**src/rtl/nsfc_pkg.sv**
```systemverilog
// shared types, character codes and the hex digit decoder for the nmea sentence framer
// no dependencies

package nsfc_pkg;

    localparam int MAX_LEN_DEF = 128;

    localparam logic [7:0] CH_START = 8'h24;
    localparam logic [7:0] CH_STAR  = 8'h2A;

    typedef enum logic [1:0] {
        KIND_BYTE    = 2'd0,
        KIND_VERDICT = 2'd1,
        KIND_DROP    = 2'd2
    } kind_t;

    typedef enum logic [3:0] {
        PH_IDLE = 4'b0001,
        PH_BODY = 4'b0010,
        PH_HI   = 4'b0100,
        PH_LO   = 4'b1000
    } phase_t;

    typedef struct packed {
        kind_t       kind;
        logic [7:0]  byte_value;
        logic [6:0]  position;
        logic        checksum_ok;
        logic [7:0]  sentence_length;
        logic [7:0]  computed_sum;
        logic [7:0]  received_sum;
    } result_t;

    function automatic logic [3:0] hex_value(input logic [7:0] c);
        logic [3:0] v;
        v = 4'd0;
        if (c >= 8'h30 && c <= 8'h39)
        begin
            v = 4'(c - 8'h30);
        end
        else if (c >= 8'h41 && c <= 8'h46)
        begin
            v = 4'(c - 8'h41 + 8'd10);
        end
        else if (c >= 8'h61 && c <= 8'h66)
        begin
            v = 4'(c - 8'h61 + 8'd10);
        end
        return v;
    endfunction

endpackage

```
**src/rtl/nsfc_in_stage.sv**
```systemverilog
// input register for received characters, valid/stall handshake on the upstream side
// depends on nothing outside this file

module nsfc_in_stage (
    input  logic       clk,
    input  logic       rst_n,
    input  logic       in_valid,
    output logic       in_stall,
    input  logic [7:0] char_in,
    input  logic       go,
    output logic       held_valid,
    output logic [7:0] held_char
);

    logic       valid_reg;
    logic       valid_next;
    logic [7:0] char_reg;
    logic       take;

    assign in_stall   = valid_reg && !go;
    assign take       = in_valid && !in_stall;
    assign held_valid = valid_reg;
    assign held_char  = char_reg;

    always_comb
    begin
        valid_next = valid_reg;
        if (take)
        begin
            valid_next = 1'b1;
        end
        else if (go)
        begin
            valid_next = 1'b0;
        end
    end

    always_ff @(posedge clk or negedge rst_n)
    begin
        if (!rst_n)
        begin
            valid_reg <= 1'b0;
        end
        else
        begin
            valid_reg <= valid_next;
        end
    end

    always_ff @(posedge clk)
    begin
        if (take)
        begin
            char_reg <= char_in;
        end
    end

endmodule

```
**src/rtl/nsfc_step.sv**
```systemverilog
// framing state, running xor and verdict logic for one character per cycle while go is high
// depends on nsfc_pkg

module nsfc_step #(
    parameter int MAX_LEN = nsfc_pkg::MAX_LEN_DEF
) (
    input  logic              clk,
    input  logic              rst_n,
    input  logic              go,
    input  logic [7:0]        ch,
    output logic              has_result,
    output nsfc_pkg::result_t res
);

    localparam logic [7:0] FILL_LIMIT = 8'(MAX_LEN - 1);
    localparam logic [7:0] FILL_MAX   = 8'(MAX_LEN);

    nsfc_pkg::phase_t phase_reg;
    nsfc_pkg::phase_t phase_next;
    logic [7:0]       fill_reg;
    logic [7:0]       fill_next;
    logic [7:0]       xor_reg;
    logic [7:0]       xor_next;
    logic [3:0]       hi_reg;
    logic [3:0]       hi_next;

    always_comb
    begin
        logic [7:0] recv;
        recv       = {hi_reg, nsfc_pkg::hex_value(ch)};
        phase_next = phase_reg;
        fill_next  = fill_reg;
        xor_next   = xor_reg;
        hi_next    = hi_reg;
        has_result = 1'b0;
        res        = '0;
        res.kind   = nsfc_pkg::KIND_BYTE;
        if (ch == nsfc_pkg::CH_START)
        begin
            phase_next     = nsfc_pkg::PH_BODY;
            fill_next      = 8'd1;
            xor_next       = 8'd0;
            has_result     = 1'b1;
            res.byte_value = ch;
        end
        else
        begin
            case (phase_reg)
                nsfc_pkg::PH_BODY:
                begin
                    has_result = 1'b1;
                    if (ch == nsfc_pkg::CH_STAR)
                    begin
                        phase_next     = nsfc_pkg::PH_HI;
                        fill_next      = fill_reg + 8'd1;
                        res.byte_value = ch;
                        res.position   = fill_reg[6:0];
                    end
                    else if (fill_reg >= FILL_LIMIT)
                    begin
                        phase_next = nsfc_pkg::PH_IDLE;
                        fill_next  = 8'd0;
                        res.kind   = nsfc_pkg::KIND_DROP;
                    end
                    else
                    begin
                        fill_next      = fill_reg + 8'd1;
                        xor_next       = xor_reg ^ ch;
                        res.byte_value = ch;
                        res.position   = fill_reg[6:0];
                    end
                end
                nsfc_pkg::PH_HI:
                begin
                    hi_next    = nsfc_pkg::hex_value(ch);
                    phase_next = nsfc_pkg::PH_LO;
                end
                nsfc_pkg::PH_LO:
                begin
                    has_result          = 1'b1;
                    res.kind            = nsfc_pkg::KIND_VERDICT;
                    res.checksum_ok     = (recv == xor_reg);
                    res.sentence_length = fill_reg;
                    res.computed_sum    = xor_reg;
                    res.received_sum    = recv;
                    phase_next          = nsfc_pkg::PH_IDLE;
                    fill_next           = 8'd0;
                end
                default:
                begin
                end
            endcase
        end
    end

    always_ff @(posedge clk or negedge rst_n)
    begin
        if (!rst_n)
        begin
            phase_reg <= nsfc_pkg::PH_IDLE;
            fill_reg  <= 8'd0;
            xor_reg   <= 8'd0;
            hi_reg    <= 4'd0;
        end
        else if (go)
        begin
            phase_reg <= phase_next;
            fill_reg  <= fill_next;
            xor_reg   <= xor_next;
            hi_reg    <= hi_next;
        end
    end

    // fill never passes the sentence limit
    assert property (@(posedge clk) disable iff (!rst_n) fill_reg <= FILL_MAX)
        else $error("fill count beyond limit");

    // outside a sentence nothing is held
    assert property (@(posedge clk) disable iff (!rst_n)
        phase_reg == nsfc_pkg::PH_IDLE |-> fill_reg == 8'd0)
        else $error("idle with non-zero fill");

    // a start character always reopens the sentence
    assert property (@(posedge clk) disable iff (!rst_n)
        go && ch == nsfc_pkg::CH_START |=> phase_reg == nsfc_pkg::PH_BODY && fill_reg == 8'd1)
        else $error("start character did not restart");

    // a verdict covers at least the start and star characters
    assert property (@(posedge clk) disable iff (!rst_n)
        go && has_result && res.kind == nsfc_pkg::KIND_VERDICT |-> res.sentence_length >= 8'd2)
        else $error("verdict length too short");

endmodule

```
**src/rtl/nsfc_out_reg.sv**
```systemverilog
// result register driving the downstream valid/stall handshake
// depends on nsfc_pkg

module nsfc_out_reg (
    input  logic              clk,
    input  logic              rst_n,
    input  logic              go,
    input  logic              has_result,
    input  nsfc_pkg::result_t res_in,
    input  logic              out_stall,
    output logic              out_valid,
    output logic              out_free,
    output nsfc_pkg::result_t res_out
);

    logic              valid_reg;
    logic              valid_next;
    nsfc_pkg::result_t res_reg;

    assign out_free  = !valid_reg || !out_stall;
    assign out_valid = valid_reg;
    assign res_out   = res_reg;

    always_comb
    begin
        valid_next = valid_reg;
        if (go)
        begin
            valid_next = has_result;
        end
        else if (!out_stall)
        begin
            valid_next = 1'b0;
        end
    end

    always_ff @(posedge clk or negedge rst_n)
    begin
        if (!rst_n)
        begin
            valid_reg <= 1'b0;
        end
        else
        begin
            valid_reg <= valid_next;
        end
    end

    always_ff @(posedge clk)
    begin
        if (go && has_result)
        begin
            res_reg <= res_in;
        end
    end

endmodule

```
**src/rtl/nmea_sentence_framer_checker_core.sv**
```systemverilog
// top level of the nmea sentence framer and checksum checker
// depends on nsfc_pkg, nsfc_in_stage, nsfc_step, nsfc_out_reg
//
// input channel: one received character per word on char_in, in_valid/in_stall
// output channel: one word per tagged sentence byte, verdict or drop marker,
//   out_valid/out_stall, fields kind, byte_value, position, checksum_ok,
//   sentence_length, computed_sum, received_sum (unused fields read as zero)
// a character is registered in the input register on acceptance and processed once
//   the result register is free, which then registers its result for the output
// throughput is one character per cycle while out_stall stays low; the single state update per character
//   sits between the input register and the result register
// characters outside a sentence and the first checksum digit give no word
// reset clears the framing state to awaiting '$' and empties both registers
// while out_stall holds a result, one more character may wait in the input
//   register; in_stall rises only when that register is full and cannot drain

module nmea_sentence_framer_checker_core #(
    parameter int MAX_LEN = nsfc_pkg::MAX_LEN_DEF
) (
    input  logic       clk,
    input  logic       rst_n,
    input  logic       in_valid,
    output logic       in_stall,
    input  logic [7:0] char_in,
    output logic       out_valid,
    input  logic       out_stall,
    output logic [1:0] kind,
    output logic [7:0] byte_value,
    output logic [6:0] position,
    output logic       checksum_ok,
    output logic [7:0] sentence_length,
    output logic [7:0] computed_sum,
    output logic [7:0] received_sum
);

    logic              held_valid;
    logic [7:0]        held_char;
    logic              out_free;
    logic              go;
    logic              has_result;
    nsfc_pkg::result_t step_res;
    nsfc_pkg::result_t res_out;

    assign go = held_valid && out_free;

    nsfc_in_stage u_in (
        .clk        (clk),
        .rst_n      (rst_n),
        .in_valid   (in_valid),
        .in_stall   (in_stall),
        .char_in    (char_in),
        .go         (go),
        .held_valid (held_valid),
        .held_char  (held_char)
    );

    nsfc_step #(
        .MAX_LEN (MAX_LEN)
    ) u_step (
        .clk        (clk),
        .rst_n      (rst_n),
        .go         (go),
        .ch         (held_char),
        .has_result (has_result),
        .res        (step_res)
    );

    nsfc_out_reg u_out (
        .clk        (clk),
        .rst_n      (rst_n),
        .go         (go),
        .has_result (has_result),
        .res_in     (step_res),
        .out_stall  (out_stall),
        .out_valid  (out_valid),
        .out_free   (out_free),
        .res_out    (res_out)
    );

    assign kind            = res_out.kind;
    assign byte_value      = res_out.byte_value;
    assign position        = res_out.position;
    assign checksum_ok     = res_out.checksum_ok;
    assign sentence_length = res_out.sentence_length;
    assign computed_sum    = res_out.computed_sum;
    assign received_sum    = res_out.received_sum;

endmodule

```
**config.mk**
```make
export PLATFORM = sky130hd
export DESIGN_NAME = nmea_sentence_framer_checker_core
export DESIGN_NICKNAME = d
export VERILOG_FILES = /design/src/rtl/nsfc_pkg.sv /design/src/rtl/nsfc_in_stage.sv /design/src/rtl/nsfc_step.sv /design/src/rtl/nsfc_out_reg.sv /design/src/rtl/nmea_sentence_framer_checker_core.sv
export SDC_FILE = /design/constraint.sdc
export NUM_CORES = 1
export LEC_CHECK = 0
export BUFFER_PORTS_ARGS = -buffer_cell sky130_fd_sc_hd__buf_2
export CAP_MARGIN = 20
export CELL_PAD_IN_SITES_DETAIL_PLACEMENT = 0
export CELL_PAD_IN_SITES_GLOBAL_PLACEMENT = 2
export CORE_MARGIN = 2
export CORE_UTILIZATION = 42
export CTS_BUF_LIST = sky130_fd_sc_hd__clkbuf_2 sky130_fd_sc_hd__clkbuf_4 sky130_fd_sc_hd__clkbuf_8
export DETAILED_ROUTE_END_ITERATION = 7
export PLACE_DENSITY = 0.83
export SYNTH_ARGS = -nofsm -noshare
export SYNTH_HDL_FRONTEND = slang
export SYNTH_SLANG_ARGS = --single-unit
```
**constraint.sdc**
```tcl
create_clock -name clk -period 5.5 [get_ports clk]
set_clock_uncertainty 0.05 [all_clocks]
set_input_delay 1.1 -clock clk [delete_from_list [all_inputs] [get_ports clk]]
set_output_delay 1.1 -clock clk [all_outputs]
set_load 0.005 [all_outputs]
```
==> run metrics, run 1 <==
outcome=completed; overall routed net length=7.59 mm; synthesized cell area=3580 um2; Hold Path End=u_step.hi_reg[3]; WL/cell=16.4 um; clock sink count=76; CP Class=reg -> reg; Syn Inst Count=297; cell area after layout=4170 um2; R2R Path End=u_out.res_out[20]; nets@finish=370; top-area cell type share of the netlist area=42.0%; CORE AREA=8220 um2; post-detailed-route count of antenna-violating nets=0; setup violators final=0; CP arrival=3.45 ns; post-DP HPWL=5.38 mm; RSZ-0062 raised after global routing=false; first-pass GRT wire length=12.2 mm; fillers=760; total track usage=17.9%; gpl congestion=0.812; Non-Filler Instances=462; Std-Cell Rows=33; clock buffer depth=2; Area after DPL=3950 um2; Rel. slew slack=37.1%; Area Growth Syn to Fin=16.7%; Placed Instances=446; Worst EP required=5.46 ns; Tmin final=3.49 ns; Vias/cell=5.30; quantity of hold-fixing buffers added after cts=0; syn avg cell area=12.0 um2; top post-synthesis cells by area=edfxtp_1 42%, dfrtp_1 17%, and3_1 4.7%, nand2_1 3.7%, ha_1 2.1%; Worst VDD drop=0.000125 V; initial antenna violation count=0; Peak Freq=0.287 GHz; R2R depth=7; CP endpoint kind=register; vias in the first global route=2291; setup TNS=0 ns; Hold WC Path Type=reg -> reg; htree depth=3; Worst Hold Launch=u_step.hi_reg[3]; Place WS=2.05 ns; number of flip-flops in the largest register=42; setup ws final=2.01 ns; Yosys reg bits=76; count leader, synth=edfxtp_1; Inserted Clock Buffers=9; Synth Flop Type=edfxtp_1; Synth area leader=edfxtp_1; Post-Syn Nets=315; critical path startpoint category=register; PnR Total Power=0.00115 W; Initial DRT Pass Iterations=5; CTS resizes=0; Post-synth EDFFs=50; final hold violation count=0; critical path fanouts, max=31; final worst path period share=63.4%; Initial Util=43.5%; sequential share of the synthesized area=60.2%; leakage power=1.82 nW; Synth warnings=0; layout cell share with drive strength beyond 1=24.9%; Reg-to-Reg Start=u_in.held_char[0]; Vert. Die Dim=96.3 um; vias=2447; commonest cells in the netlist=50 x edfxtp_1, 35 x nand2_1, 27 x and3_1; Clock Root Buffer=clkbuf_8; Reg2Reg Setup Slack=2.01 ns; Pwr per Cell Area=276 nW/um2; # Post-CTS Setup Buffers=0; total congestion overflow=0; n_diodes=0; input/output buffers=55; Ports=56; Worst Tran Pin Value=0.942 ns; fin. max-slew vios=0; CTS tree=built; ys async rst share=34.2%; initial DRC count=117; DRC viols=0; largest net degree at the start of global routing=32; die area=9270 um2; Die Width=96.3 um; max_cap viols=0; hold depth=2; Yosys cell types=57; latest clock arrival within the worst-skew pair=0.35 ns; clk slew on worst S/H paths=0.09 ns
==> report_power, final <==
group          switching (W)  internal [W]  total [W]
sequential         0.0000184      0.000616   0.000634
combinational      0.0000241     0.0000201  0.0000443
clock               0.000212      0.000262   0.000474
==> final cells by class <==
cell class,count,area [um2],area share (%)
repair buffers,58,298,7.14
clock inverters,6,90.1,2.16
well taps,105,131,3.15
flip-flops and latches,76,2150,51.6
inverters,8,30.0,0.720
multi-input cells,199,1340,32.1
clock buffers,10,131,3.15
==> logic make-up (layout without fill, tap and decap cells) <==
logic type | after synthesis | after routing | synth area share, %
AO/OA/AOI/OAI | 56 | 56 | 12.0
XOR/XNOR | 8 | 8 | 1.96
adder cells (fa/ha/maj) | 6 | 6 | 2.10
buffers and inverters | 22 | 82 | 2.34
flip-flops | 76 | 76 | 60.2
multiplexers | 7 | 7 | 1.96
AND/OR/NAND/NOR | 122 | 122 | 19.4
==> worst max path at each step <==
stage / from / end / slack [ns] / cells after the start
5_1_grt: u_in.held_char[0] / u_out.res_out[31] / 1.84 / 7
3_3_place_gp: u_in.held_char[0] / u_out.res_out[41] / 2.19 / 7
6_report: u_in.held_char[0] / u_out.res_out[20] / 2.01 / 7
3_5_place_dp: u_in.held_char[0] / u_out.res_out[41] / 2.05 / 7
4_1_cts: u_in.held_char[0] / u_out.res_out[20] / 2.03 / 7
2_1_floorplan: out_stall / u_out.res_out[0] / 2.49 / 5
==> through the flow <==
stage | hold slack, ns | util, %
finish | 0.470 | 50.8
global route | 0.510 | 50.8
CTS | 0.479 | 50.8
detailed placement | 0.460 | 48.1
global placement | 0.450 | 48.1
floorplan | 0.428 | -
==> routing by layer <==
metal | track usage (%) | vias up | share of wire [%]
li1 | - | 1221 | -
met1 | 26.7 | 1153 | 49
met2 | 25.7 | 69 | 45
met3 | 4.39 | 4 | 6.1
met4 | 5.12 | 0 | 0.61
met5 | 0 | - | 0
==> placed cells by master (no fill, tap or decap), drive strengths merged, types with 3 or more instances in the layout <==
cell type and n:
nor3 3, nor2b 3, buf 58, nor4b 4
a211oi 3, a21oi 8, xnor2 4, nor2 14
nand3 8, a21o 7, inv 8, o211ai 3
mux2i 7, o21ai 10, clkinv 3, dfrtp 25
nand4b 4, nand2 35, a22oi 3, xor2 4
clkbuf 10, edfxtp 50, ha 6, a22o 4
and2 9, o311ai 3, and3 27
==> worst max-delay path: stages (launching register included) <==
cell and delay [ns]:
edfxtp_1 0.49, inv_1 0.21, ha_1 0.20, and3b_1 0.19, nand2_1 0.57, a21o_1 0.48, inv_1 0.53, buf_4 0.43
Note: power is estimated with default switching activity, not from simulation.
==> run 2, diff against run 1 <==
- ABC_AREA: unset -> 1
- CORE_UTILIZATION: 42 -> 36
- PLACE_DENSITY: 0.83 -> 0.78
- clock period: 5.5 -> 3.55 ns (I/O delays scaled with it)
==> run metrics, run 2 <==
clock sink count=76; final worst path period share=73.1%; Ports=56; Die Width=104 um; vias=2666; Inserted Clock Buffers=9; number of flip-flops in the largest register=42; WL/cell=14.2 um; Vert. Die Dim=104 um; Rel. slew slack=51.3%; Cell Chain, Critical Path=inv_1 > ha_1 > inv_1 > nor2_2 > nand2_4 > nand2_4 > inv_1 > nand2_2 > nand2_2 > inv_2 > buf_12; Initial DRT Pass Iterations=4; grt met1 use=24.6%; critical path fanouts, max=29; Initial Util=36.8%; die area=10800 um2; synthesized cell area=3580 um2; final hold violation count=0; Storage cell area=2150 um2; Worst VDD drop=0.000154 V; sequential share of the synthesized area=60.2%; Yosys cell types=28; Worst EP required=3.54 ns; fin. max-slew vios=0; CTS resizes=0; Syn Inst Count=386; initial DRC count=122; leakage power=1.86 nW; global routing usage on met3=2.45%; initial antenna violation count=0; total congestion overflow=0; gpl congestion=0.829; max_cap viols=0; Worst path max stage delay=0.49 ns; outcome=completed; vias in the first global route=2626; CP arrival=2.59 ns; leading cell type in the layout, fill and taps excluded=nand2_1; M2 GR Usage=23.9%; htree depth=3; Area after DPL=4010 um2; Post-synth EDFFs=50; RSZ-0062 raised after global routing=false; Hold WC Path Type=in -> async; first-pass GRT wire length=13.8 mm; setup violators final=0; post-detailed-route count of antenna-violating nets=0; cell area after layout=4220 um2; CP max-delay cell=edfxtp_1; clock buffer depth=2; input/output buffers=55; Top Family by Delay on Critical Path=buffers and inverters; ys async rst share=34.2%; Synth area leader=edfxtp_1; commonest cells in the netlist=102 x nand2_1, 55 x inv_1, 50 x edfxtp_1; Std-Cell Rows=36; layout cell share with drive strength beyond 1=19.9%; Area Growth Syn to Fin=17.8%; overall routed net length=8.34 mm; setup TNS=0 ns; n_diodes=0; nets@finish=466; CP Class=reg -> reg; quantity of hold-fixing buffers added after cts=0; Synth warnings=0; top-area cell type share of the netlist area=42.0%; CTS tree=built; Yosys reg bits=76; highest-count cells in the layout ignoring fill and taps=102 x nand2_1, 55 x inv_1, 55 x buf_2; Clock Root Buffer=clkbuf_8; count leader, synth=nand2_1; critical path startpoint category=register; # Post-CTS Setup Buffers=0; fillers=1028; crit-path most repeated cell=inv_1; CP endpoint kind=register; Pwr per Cell Area=442 nW/um2; total track usage=16.3%; Tmin final=2.59 ns; largest net degree at the start of global routing=30; Vias/cell=4.55; latest clock arrival within the worst-skew pair=0.34 ns; Worst Path Buf+Inv=5; Synth Flop Type=edfxtp_1; GRT busiest layer=met1; Worst Tran Pin Value=0.728 ns; clk slew on worst S/H paths=0.09 ns; top post-synthesis cells by area=edfxtp_1 42%, dfrtp_1 17%, nand2_1 11%, inv_1 5.8%, nor2_1 4.6%; Post-Syn Nets=404; DRC viols=0; CORE AREA=9730 um2; Peak Freq=0.386 GHz; syn avg cell area=9.27 um2; post-DP HPWL=5.98 mm; Multi-input gate area=1160 um2
-- run 2: cell count changes after synthesis, moves of 5 or more --
cell / delta
a21o_1: -7
and2_1: -9
and3_1: -27
clkbuf_1: -12
inv_1: +47
inv_2: +5
mux2i_1: -7
nand2_1: +67
nand3_1: +21
nand4_1: +8
nor2_1: +30
nor3_1: +12
-- run 2: worst reg2reg max path, delay by kind of cell, from the launching register on --
kind / cells / cell delay [ns]
buffers and inverters: 5 / 0.98
and+or+nand+nor: 5 / 0.60
DFF: 1 / 0.49
adders and majority gates: 1 / 0.17
-- run 2: metrics by stage --
| step | worst slack (ns) | utilization [%] | hold slack [ns] | cells | power, W |
|---|---|---|---|---|---|
| after detailed placement | 0.931 | 41.2 | 0.411 | 570 | 0.00120 |
| after global routing | 0.728 | 43.3 | 0.373 | 586 | 0.00195 |
| after floorplan | 1.24 | - | 0.364 | 386 | 0.00113 |
| final | 0.956 | 43.3 | 0.344 | 586 | 0.00186 |
| after CTS | 0.922 | 43.3 | 0.357 | 586 | 0.00189 |
| after global placement | 1.04 | 41.2 | 0.409 | 570 | 0.00119 |
-- run 2: worst paths after layout --
check | start | end | slack [ns] | depth (start not counted)
setup reg to reg | u_in.held_char[0] | u_out.res_out[40] | 0.96 | 11
min in group clk | u_step.phase_reg[0] | u_step.phase_reg[0] | 0.42 | 2
setup / recovery | u_in.held_char[0] | u_out.res_out[40] | 0.96 | 11
hold reg to reg | u_step.phase_reg[0] | u_step.phase_reg[0] | 0.42 | 2
max in group asynchronous | rst_n | u_step.xor_reg[3] | 2.66 | 1
hold / removal | rst_n | u_step.xor_reg[1] | 0.34 | 1
-- run 2: metal layers --
metal  share of wire (%)  up-vias
li1                    -     1374
met1                  52     1235
met2                  44       51
met3                 3.0        6
met4                 1.1        0
met5                   0        -
-- run 2: power by group --
group          leakage [nW]  total [W]  internal, W  switching [W]
sequential            0.731    0.00100     0.000973      0.0000285
clock                0.0944   0.000687     0.000335       0.000353
combinational          1.04   0.000172    0.0000486       0.000124
-- run 2: area by class of cell --
class                      count  area share, %
clock buffer                   9           2.94
clock inverter                 7           1.93
inverter                      60           5.34
multi-input combinational    244           27.6
sequential                    76           51.1
tap                          133           3.95
timing repair buffer          57           7.18
-- run 2: cell families after synthesis --
| family | synth area share, % |
|---|---|
| buffers and inverters | 7.34 |
| flip-flops | 60.2 |
| XOR/XNOR | 1.22 |
| adder cells (fa/ha/maj) | 2.10 |
| AO/OA/AOI/OAI | 3.71 |
| AND/OR/NAND/NOR | 25.5 |
